[config.mk]
export PLATFORM = sky130hd
export DESIGN_NAME = pixel_pair_linear_interpolator_flat
export DESIGN_NICKNAME = d
export VERILOG_FILES = /design/src/hdl/ppli_pkg.sv /design/src/hdl/ppli_pair_if.sv /design/src/hdl/ppli_px_if.sv /design/src/hdl/ppli_chan.sv /design/src/hdl/pixel_pair_linear_interpolator.sv /design/src/flat_wrapper.sv
export SDC_FILE = /design/constraint.sdc
export NUM_CORES = 2
export LEC_CHECK = 0
export BUFFER_PORTS_ARGS = -buffer_cell sky130_fd_sc_hd__buf_4
export CAP_MARGIN = 25
export CORE_ASPECT_RATIO = 0.7
export CORE_MARGIN = 5
export CORE_UTILIZATION = 35
export DETAILED_ROUTE_END_ITERATION = 6
export SLEW_MARGIN = 20
export SYNTH_ARGS = -nofsm -noshare
export SYNTH_HDL_FRONTEND = slang
export SYNTH_SLANG_ARGS = --single-unit
[constraint.sdc]
create_clock -name clk -period 8.3 [get_ports clk]
set_clock_uncertainty 0.05 [all_clocks]
set_input_delay 0.415 -clock clk [delete_from_list [all_inputs] [get_ports clk]]
set_output_delay 0.415 -clock clk [all_outputs]
set_load 0.05 [all_outputs]
[src/hdl/ppli_pkg.sv]
// Shared constants, widths and the reciprocal table for the pixel pair interpolator.
// No dependencies.
package ppli_pkg;

  localparam int COORD_BITS_DFLT = 12;
  localparam int COLOR_W         = 8;
  localparam int ZOOM_W          = 7;
  localparam int CNT_W           = 6;
  localparam int RECIP_W         = 16;
  localparam int RECIP_SHIFT     = 16;
  localparam int STEP_W          = 7;
  localparam int DIV_PROD_W      = COLOR_W + RECIP_W;
  localparam int MUL_PROD_W      = CNT_W + STEP_W;
  localparam int RECIP_DEPTH     = 65;

  localparam logic [ZOOM_W-1:0] ZOOM_MAX   = 7'd64;
  localparam logic [ZOOM_W-1:0] ZOOM_RESET = 7'd4;
  localparam logic [ZOOM_W-1:0] ZOOM_MIN   = 7'd2;

  // ceil(2^16 / k); k of 0 and 1 never produce results
  localparam logic [RECIP_W-1:0] RECIP_TBL [RECIP_DEPTH] = '{
    16'd0,     16'd0,     16'd32768, 16'd21846, 16'd16384, 16'd13108, 16'd10923, 16'd9363,
    16'd8192,  16'd7282,  16'd6554,  16'd5958,  16'd5462,  16'd5042,  16'd4682,  16'd4370,
    16'd4096,  16'd3856,  16'd3641,  16'd3450,  16'd3277,  16'd3121,  16'd2979,  16'd2850,
    16'd2731,  16'd2622,  16'd2521,  16'd2428,  16'd2341,  16'd2260,  16'd2185,  16'd2115,
    16'd2048,  16'd1986,  16'd1928,  16'd1873,  16'd1821,  16'd1772,  16'd1725,  16'd1681,
    16'd1639,  16'd1599,  16'd1561,  16'd1525,  16'd1490,  16'd1457,  16'd1425,  16'd1395,
    16'd1366,  16'd1338,  16'd1311,  16'd1286,  16'd1261,  16'd1237,  16'd1214,  16'd1192,
    16'd1171,  16'd1150,  16'd1130,  16'd1111,  16'd1093,  16'd1075,  16'd1058,  16'd1041,
    16'd1024
  };

  function automatic logic [ZOOM_W-1:0] zoom_clamp(input logic [ZOOM_W-1:0] k);
    zoom_clamp = (k > ZOOM_MAX) ? ZOOM_MAX : k;
  endfunction

  function automatic logic [RECIP_W-1:0] recip_lookup(input logic [ZOOM_W-1:0] k);
    recip_lookup = RECIP_TBL[k];
  endfunction

endpackage

[src/hdl/ppli_pair_if.sv]
// Request channel: two endpoint pixels, base position and fill direction.
// Depends on ppli_pkg.
interface ppli_pair_if #(parameter int COORD_BITS = ppli_pkg::COORD_BITS_DFLT);
  import ppli_pkg::*;

  logic                  valid;
  logic                  ready;
  logic [COLOR_W-1:0]    first_blue;
  logic [COLOR_W-1:0]    first_green;
  logic [COLOR_W-1:0]    first_red;
  logic [COLOR_W-1:0]    second_blue;
  logic [COLOR_W-1:0]    second_green;
  logic [COLOR_W-1:0]    second_red;
  logic [COORD_BITS-1:0] base_row;
  logic [COORD_BITS-1:0] base_col;
  logic                  direction;

  modport source (
    output valid, first_blue, first_green, first_red,
           second_blue, second_green, second_red, base_row, base_col, direction,
    input  ready
  );

  modport sink (
    input  valid, first_blue, first_green, first_red,
           second_blue, second_green, second_red, base_row, base_col, direction,
    output ready
  );

endinterface

[src/hdl/ppli_px_if.sv]
// Result channel: one interpolated pixel with its position and run-end mark.
// Depends on ppli_pkg.
interface ppli_px_if #(parameter int COORD_BITS = ppli_pkg::COORD_BITS_DFLT);
  import ppli_pkg::*;

  logic                  valid;
  logic                  ready;
  logic [COORD_BITS-1:0] out_row;
  logic [COORD_BITS-1:0] out_col;
  logic [COLOR_W-1:0]    out_blue;
  logic [COLOR_W-1:0]    out_green;
  logic [COLOR_W-1:0]    out_red;
  logic                  last_of_run;

  modport source (
    output valid, out_row, out_col, out_blue, out_green, out_red, last_of_run,
    input  ready
  );

  modport sink (
    input  valid, out_row, out_col, out_blue, out_green, out_red, last_of_run,
    output ready
  );

endinterface

[src/hdl/ppli_chan.sv]
// One color channel of the interpolator: four pipeline stages
// (order/diff, divide by reciprocal, scale by index, add base). Depends on ppli_pkg.
module ppli_chan (
  input  logic                            clk,
  input  logic                            en,
  input  logic [ppli_pkg::COLOR_W-1:0]    a,
  input  logic [ppli_pkg::COLOR_W-1:0]    b,
  input  logic [ppli_pkg::CNT_W-1:0]      idx,
  input  logic [ppli_pkg::ZOOM_W-1:0]     k,
  input  logic [ppli_pkg::RECIP_W-1:0]    recip,
  output logic [ppli_pkg::COLOR_W-1:0]    value
);
  import ppli_pkg::*;

  logic [COLOR_W-1:0]    diff1_r, lo1_r, lo2_r, lo3_r, val4_r;
  logic [CNT_W-1:0]      m1_r, m2_r;
  logic [STEP_W-1:0]     step2_r;
  logic [COLOR_W-1:0]    mstep3_r;
  logic                  gt;
  logic [ZOOM_W-1:0]     rev_idx;
  logic [DIV_PROD_W-1:0] div_prod;
  logic [MUL_PROD_W-1:0] mul_prod;

  always_comb begin
    gt       = a > b;
    rev_idx  = k - {1'b0, idx};
    div_prod = diff1_r * recip;
    mul_prod = m2_r * step2_r;
  end

  always_ff @(posedge clk) begin
    if (en) begin
      diff1_r  <= gt ? (a - b) : (b - a);
      lo1_r    <= gt ? b : a;
      m1_r     <= gt ? rev_idx[CNT_W-1:0] : idx;
      step2_r  <= div_prod[RECIP_SHIFT +: STEP_W];
      lo2_r    <= lo1_r;
      m2_r     <= m1_r;
      // index * step never exceeds the endpoint difference
      mstep3_r <= mul_prod[COLOR_W-1:0];
      lo3_r    <= lo2_r;
      val4_r   <= lo3_r + mstep3_r;
    end
  end

  assign value = val4_r;

endmodule

[src/hdl/pixel_pair_linear_interpolator.sv]
// A request is registered by the result sequencer, then flows through the channel pipeline.
// Throughput: one result per cycle while the output is not stalled; a request yields k-1
// results (k = clamped zoom factor), counted by the result sequencer; with k below 2, none.
// Reset: zoom factor 4, sequencer idle, pipeline empty.
// Top level; depends on ppli_pkg, ppli_pair_if, ppli_px_if and ppli_chan.
module pixel_pair_linear_interpolator #(
  parameter int COORD_BITS = ppli_pkg::COORD_BITS_DFLT
) (
  input  logic                          clk,
  input  logic                          rst_n,
  ppli_pair_if.sink                     in_pair,
  ppli_px_if.source                     out_px,
  input  logic                          cfg_wr_en,
  input  logic [ppli_pkg::ZOOM_W-1:0]   cfg_wr_data
);
  import ppli_pkg::*;

  localparam int NSTG = 4;

  logic [ZOOM_W-1:0]     k_r;
  logic [RECIP_W-1:0]    recip_r;
  logic [ZOOM_W-1:0]     k_nxt;

  logic                  busy_r, busy_nxt;
  logic [CNT_W-1:0]      cnt_r, cnt_nxt;
  logic [COLOR_W-1:0]    fb_r, fg_r, fr_r, sb_r, sg_r, sr_r;
  logic [COORD_BITS-1:0] row_r, col_r;
  logic                  dir_r;

  logic [NSTG-1:0]       vld_r;
  logic [COORD_BITS-1:0] row_s_r [NSTG];
  logic [COORD_BITS-1:0] col_s_r [NSTG];
  logic [NSTG-1:0]       last_s_r;

  logic                  adv, last_beat, acc;
  logic [COORD_BITS-1:0] idx_ext;

  assign k_nxt     = zoom_clamp(cfg_wr_data);
  assign adv       = !vld_r[NSTG-1] || out_px.ready;
  assign last_beat = {1'b0, cnt_r} == (k_r - 1'b1);
  assign in_pair.ready = adv && (!busy_r || last_beat);
  assign acc       = in_pair.valid && in_pair.ready;
  assign idx_ext   = {{(COORD_BITS-CNT_W){1'b0}}, cnt_r};

  always_ff @(posedge clk) begin
    if (!rst_n) begin
      k_r     <= ZOOM_RESET;
      recip_r <= recip_lookup(ZOOM_RESET);
    end else if (cfg_wr_en) begin
      k_r     <= k_nxt;
      recip_r <= recip_lookup(k_nxt);
    end
  end

  always_comb begin
    busy_nxt = busy_r;
    cnt_nxt  = cnt_r;
    if (acc) begin
      busy_nxt = k_r >= ZOOM_MIN;
      cnt_nxt  = CNT_W'(1);
    end else if (busy_r && adv) begin
      if (last_beat) begin
        busy_nxt = 1'b0;
      end
      cnt_nxt = cnt_r + 1'b1;
    end
  end

  always_ff @(posedge clk) begin
    if (!rst_n) begin
      busy_r <= 1'b0;
      cnt_r  <= '0;
    end else begin
      busy_r <= busy_nxt;
      cnt_r  <= cnt_nxt;
    end
  end

  always_ff @(posedge clk) begin
    if (acc) begin
      fb_r  <= in_pair.first_blue;
      fg_r  <= in_pair.first_green;
      fr_r  <= in_pair.first_red;
      sb_r  <= in_pair.second_blue;
      sg_r  <= in_pair.second_green;
      sr_r  <= in_pair.second_red;
      row_r <= in_pair.base_row;
      col_r <= in_pair.base_col;
      dir_r <= in_pair.direction;
    end
  end

  always_ff @(posedge clk) begin
    if (!rst_n) begin
      vld_r <= '0;
    end else if (adv) begin
      vld_r <= {vld_r[NSTG-2:0], busy_r};
    end
  end

  always_ff @(posedge clk) begin
    if (adv) begin
      row_s_r[0]  <= dir_r ? (row_r + idx_ext) : row_r;
      col_s_r[0]  <= dir_r ? col_r : (col_r + idx_ext);
      last_s_r[0] <= last_beat;
      for (int s = 1; s < NSTG; s++) begin
        row_s_r[s]  <= row_s_r[s-1];
        col_s_r[s]  <= col_s_r[s-1];
        last_s_r[s] <= last_s_r[s-1];
      end
    end
  end

  ppli_chan u_blue (
    .clk(clk), .en(adv), .a(fb_r), .b(sb_r), .idx(cnt_r), .k(k_r), .recip(recip_r),
    .value(out_px.out_blue)
  );

  ppli_chan u_green (
    .clk(clk), .en(adv), .a(fg_r), .b(sg_r), .idx(cnt_r), .k(k_r), .recip(recip_r),
    .value(out_px.out_green)
  );

  ppli_chan u_red (
    .clk(clk), .en(adv), .a(fr_r), .b(sr_r), .idx(cnt_r), .k(k_r), .recip(recip_r),
    .value(out_px.out_red)
  );

  assign out_px.valid       = vld_r[NSTG-1];
  assign out_px.out_row     = row_s_r[NSTG-1];
  assign out_px.out_col     = col_s_r[NSTG-1];
  assign out_px.last_of_run = last_s_r[NSTG-1];

endmodule

[src/flat_wrapper.sv]
// flat-port wrapper written by rule: the top's interface ports become plain ports
module pixel_pair_linear_interpolator_flat import ppli_pkg::*;
#(
  parameter int COORD_BITS = ppli_pkg::COORD_BITS_DFLT
)
  (clk, rst_n, cfg_wr_en, cfg_wr_data, in_pair_valid, in_pair_first_blue, in_pair_first_green, in_pair_first_red, in_pair_second_blue, in_pair_second_green, in_pair_second_red, in_pair_base_row, in_pair_base_col, in_pair_direction, in_pair_ready, out_px_valid, out_px_out_row, out_px_out_col, out_px_out_blue, out_px_out_green, out_px_out_red, out_px_last_of_run, out_px_ready);
  ppli_pair_if #(.COORD_BITS(COORD_BITS)) in_pair_i ();
  ppli_px_if #(.COORD_BITS(COORD_BITS)) out_px_i ();
  input  logic clk;
  input  logic rst_n;
  input  logic cfg_wr_en;
  input  logic [ppli_pkg::ZOOM_W-1:0] cfg_wr_data;
  input wire logic [$bits(in_pair_i.valid)-1:0] in_pair_valid;
  input wire logic [$bits(in_pair_i.first_blue)-1:0] in_pair_first_blue;
  input wire logic [$bits(in_pair_i.first_green)-1:0] in_pair_first_green;
  input wire logic [$bits(in_pair_i.first_red)-1:0] in_pair_first_red;
  input wire logic [$bits(in_pair_i.second_blue)-1:0] in_pair_second_blue;
  input wire logic [$bits(in_pair_i.second_green)-1:0] in_pair_second_green;
  input wire logic [$bits(in_pair_i.second_red)-1:0] in_pair_second_red;
  input wire logic [$bits(in_pair_i.base_row)-1:0] in_pair_base_row;
  input wire logic [$bits(in_pair_i.base_col)-1:0] in_pair_base_col;
  input wire logic [$bits(in_pair_i.direction)-1:0] in_pair_direction;
  output wire logic [$bits(in_pair_i.ready)-1:0] in_pair_ready;
  output wire logic [$bits(out_px_i.valid)-1:0] out_px_valid;
  output wire logic [$bits(out_px_i.out_row)-1:0] out_px_out_row;
  output wire logic [$bits(out_px_i.out_col)-1:0] out_px_out_col;
  output wire logic [$bits(out_px_i.out_blue)-1:0] out_px_out_blue;
  output wire logic [$bits(out_px_i.out_green)-1:0] out_px_out_green;
  output wire logic [$bits(out_px_i.out_red)-1:0] out_px_out_red;
  output wire logic [$bits(out_px_i.last_of_run)-1:0] out_px_last_of_run;
  input wire logic [$bits(out_px_i.ready)-1:0] out_px_ready;
  assign in_pair_i.valid = in_pair_valid;
  assign in_pair_i.first_blue = in_pair_first_blue;
  assign in_pair_i.first_green = in_pair_first_green;
  assign in_pair_i.first_red = in_pair_first_red;
  assign in_pair_i.second_blue = in_pair_second_blue;
  assign in_pair_i.second_green = in_pair_second_green;
  assign in_pair_i.second_red = in_pair_second_red;
  assign in_pair_i.base_row = in_pair_base_row;
  assign in_pair_i.base_col = in_pair_base_col;
  assign in_pair_i.direction = in_pair_direction;
  assign in_pair_ready = in_pair_i.ready;
  assign out_px_valid = out_px_i.valid;
  assign out_px_out_row = out_px_i.out_row;
  assign out_px_out_col = out_px_i.out_col;
  assign out_px_out_blue = out_px_i.out_blue;
  assign out_px_out_green = out_px_i.out_green;
  assign out_px_out_red = out_px_i.out_red;
  assign out_px_last_of_run = out_px_i.last_of_run;
  assign out_px_i.ready = out_px_ready;
  pixel_pair_linear_interpolator #(.COORD_BITS(COORD_BITS)) u_core (.clk(clk), .rst_n(rst_n), .in_pair(in_pair_i), .out_px(out_px_i), .cfg_wr_en(cfg_wr_en), .cfg_wr_data(cfg_wr_data));
endmodule
==> out/summary.txt <==
Reg clk slew, reported paths = 0.06 ns
WS Path Type = register to register
Sequential share of the synthesized area = 38.7%
Initial antenna violation count = 2
# IOs = 136
Die Y = 258 um
Reg-to-reg endpoint = u_core.u_red.step2_r[4]
Clock root cell = clkbuf_16
Largest net degree at the start of global routing = 173
Max Slew Vio Count = 0
Async set-or-reset flop fraction in the synthesized netlist = 0%
Hold_sp = in_pair_valid
Crit path DAT = 5.77 ns
Maxcap violations = 0
Required time of the critical path = 8.57 ns
Worst path slowest cell = dfxtp_1
Post-route antenna net violation count = 0
Die ar. = 0.0940 mm2
Power Total = 7430 uW
Syn Area/Cell = 11.1 um2
Final wirelength = 70300 um
Internal = 4740 uW
Top FF cell, synth = edfxtp_1
Setup crit start = u_core.recip_r[1]
Min-delay worst type = input port to register
Setup TNS = 0 ns
Fin nets = 3555
Core box area = 0.0876 mm2
Global-route wire length before repair = 112000 um
Sequential share of power = 43.1%
Synth warnings = 0
Power Density = 212 mW/mm2
Slew HR = 31.5%
Net Sw Power = 2690 uW
Syn Nets = 3384
Clock sinks = 408
Cts repair resizes = 0
Initial drt markers = 1438
Mapped Cells = 2762
Worst skew pair latency = 0.58 ns
Die Wd = 364 um
Post-CTS Setup Bufs = 0
Worst hold path cell count = 3
DRC viols = 0
Worst stage delay on the critical path = 0.94 ns
Outcome = finished clean
Final Cycle Share = 66.3%
Critical R2R Launch = u_core.recip_r[1]
Dpl hpwl = 52400 um
Maximum VDD drop = 0.141 mV
CP most frequent cell = fa_1
Setup violators final = 0
R2r setup slk = 2.80 ns
Crit path max fanout = 25
GR Util All Layers = 14.9%
Delay-heaviest family, CP = adder cells
Area Growth Syn to Fin = 14.1%
Post-DR vias/cell = 4.77
Placer congestion estimate = 0.863
Critical Path Start Type = register
Number of global-route vias before repair = 19528
Layout cells sized above 1 = 8.11%
EDFF count, synth = 374
Initial Utilization = 35.1%
Fmax = 182 MHz
Total grt overflow = 0
Worst path cell trace = nand2_1 > fa_1 > fa_1 > inv_1 > fa_1 > inv_1 > fa_1 > inv_1 > ha_1 > a2111oi_0 > o21a_1 > a2111oi_0 > o2111ai_1 > a21boi_0 > nor2_1 > xnor2_1
Worst min-delay path endpoint = u_core.busy_r
Logic gate share of total power = 31.9%
Yosys cell types = 70
Vias = 19659
H-tree depth = 2
RSZ-0062 raised after global routing = false
Net Sw Frac = 36.2%
Clock group share of total power = 25.0%
Most frequent cells in the layout = 411 x inv_1, 374 x edfxtp_1, 351 x and2_1, 297 x fa_1, 242 x nand2_1
N_diodes = 0
CTS max path bufs = 3
WP buf/inv = 3
CTS tree = done
P_leak = 0.0159 uW
CP endpoint kind = register
Worst Max-Slew Pin Slew = 1.03 ns
Yosys reg bits = 408
Endpoints failing hold = 0
WL/cell = 17.0 um
Worst-case reg-to-reg path depth = 16
Most common cell after layout, fill and taps aside = inv_1
Final Critical Period = 5.50 ns
CTS Buf Count = 42
Mapped cell area = 0.0307 mm2
I/O Buffers = 135
Cell row count = 91
DR pass1 iterations = 5
## Yosys cell counts (all sizes together) (7+ instances only)
| master | number | area, um2 |
|---|---|---|
| edfxtp | 374 | 11200 |
| a21boi | 16 | 120 |
| or3 | 10 | 67.6 |
| xnor2 | 98 | 858 |
| a21o | 27 | 203 |
| dfxtp | 34 | 681 |
| nand3b | 8 | 60.1 |
| nand2b | 16 | 100 |
| a21oi | 76 | 380 |
| nor3 | 15 | 75.1 |
| o21bai | 13 | 97.6 |
| a31oi | 9 | 56.3 |
| mux2 | 10 | 116 |
| and3 | 7 | 45.1 |
| o211ai | 10 | 75.1 |
| o21a | 10 | 75.1 |
| a211oi | 21 | 163 |
| clkbuf | 97 | 364 |
| and2 | 353 | 2210 |
| nor2 | 66 | 248 |
| nor2b | 23 | 144 |
| o311ai | 12 | 105 |
| o21ai | 104 | 520 |
| ha | 240 | 3000 |
| inv | 412 | 1550 |
| xor2 | 40 | 350 |
| nand3 | 15 | 75.1 |
| nand2 | 243 | 920 |
| fa | 297 | 5950 |
| mux2i | 23 | 230 |
| nand4 | 12 | 75.1 |
## repair_timing
item | in CTS | in global routing
endpoints found under the setup margin | 0 | 0
hold buffers | 73 | 0
endpoints found under the hold margin | 73 | 0
## power groups by stage
stage	logic (uW)	clock network, uW	registers (uW)
global route	2690	2000	3260
finish	2370	1860	3210
CTS	2400	1910	3210
global placement	2320	0	3250
detailed placement	2340	0	3250
floorplan	1570	0	3210
## worst max-delay path by stage
stage / to / cells past startpoint
2_1_floorplan: u_core.cnt_r[5] / 7
3_3_place_gp: u_core.u_green.step2_r[4] / 16
3_5_place_dp: u_core.u_green.step2_r[4] / 16
4_1_cts: u_core.u_red.step2_r[4] / 16
5_1_grt: u_core.u_green.step2_r[4] / 16
6_report: u_core.u_red.step2_r[4] / 16
## cells by family after synthesis
group                    count (synthesis)  synth area share (%)
multiplexers                            34                  1.20
XOR/XNOR                               138                  3.93
AND/OR/NAND/NOR                        784                  13.5
buffers and inverters                  513                  6.26
AO/OA/AOI/OAI                          348                  7.30
adder cells (fa/ha/maj)                537                  29.1
flip-flops                             408                  38.7
## per-stage QoR
step	worst slack (ns)	util (%)	hold WS (ns)	instance area, um2	cells
6_report	2.80	40.1	0.0707	35100	4122
5_1_grt	2.44	40.1	0.0429	35100	4122
4_1_cts	2.82	40.1	0.0489	35100	4121
3_5_place_dp	2.81	37.7	0.355	33000	3977
3_3_place_gp	2.95	37.7	0.351	33000	3977
2_1_floorplan	0.348	-	0.350	30700	2762
## layer usage
| metal | wire (um) | global-route usage (%) | vias up |
|---|---|---|---|
| li1 | - | - | 9427 |
| met1 | 36000 | 23.6 | 9696 |
| met2 | 28700 | 21.0 | 487 |
| met3 | 4900 | 3.71 | 49 |
| met4 | 614 | 1.70 | 0 |
| met5 | 0 | 0 | - |
## state kept, by name, summed over array words and instances, names as in the netlist, 12 cells and up
name and flops:
u_core.row_r 12, u_core.recip_r 16, u_core.col_r 12, u_core.row_s_r 48, u_core.col_s_r 48
## cell type report
| cell class | instances | area [um2] |
|---|---|---|
| well taps | 1162 | 1450 |
| clock inverters | 21 | 215 |
| multi-input cells | 1841 | 16900 |
| clock buffers | 50 | 1100 |
| flip-flops and latches | 408 | 11900 |
| repair buffers | 228 | 1910 |
| fillers | 8332 | 52500 |
| inverters | 412 | 1550 |
## worst reg2reg max path, cell delays in order, from the launching register on
cell and delay, ns:
dfxtp_1 0.94, nand2_1 0.18, fa_1 0.53, fa_1 0.50, inv_1 0.05, fa_1 0.47, inv_1 0.05, fa_1 0.47
inv_1 0.04, ha_1 0.28, a2111oi_0 0.09, o21a_1 0.12, a2111oi_0 0.63, o2111ai_1 0.30, a21boi_0 0.34, nor2_1 0.09
xnor2_1 0.13
Note: power is estimated with default switching activity, not from simulation.
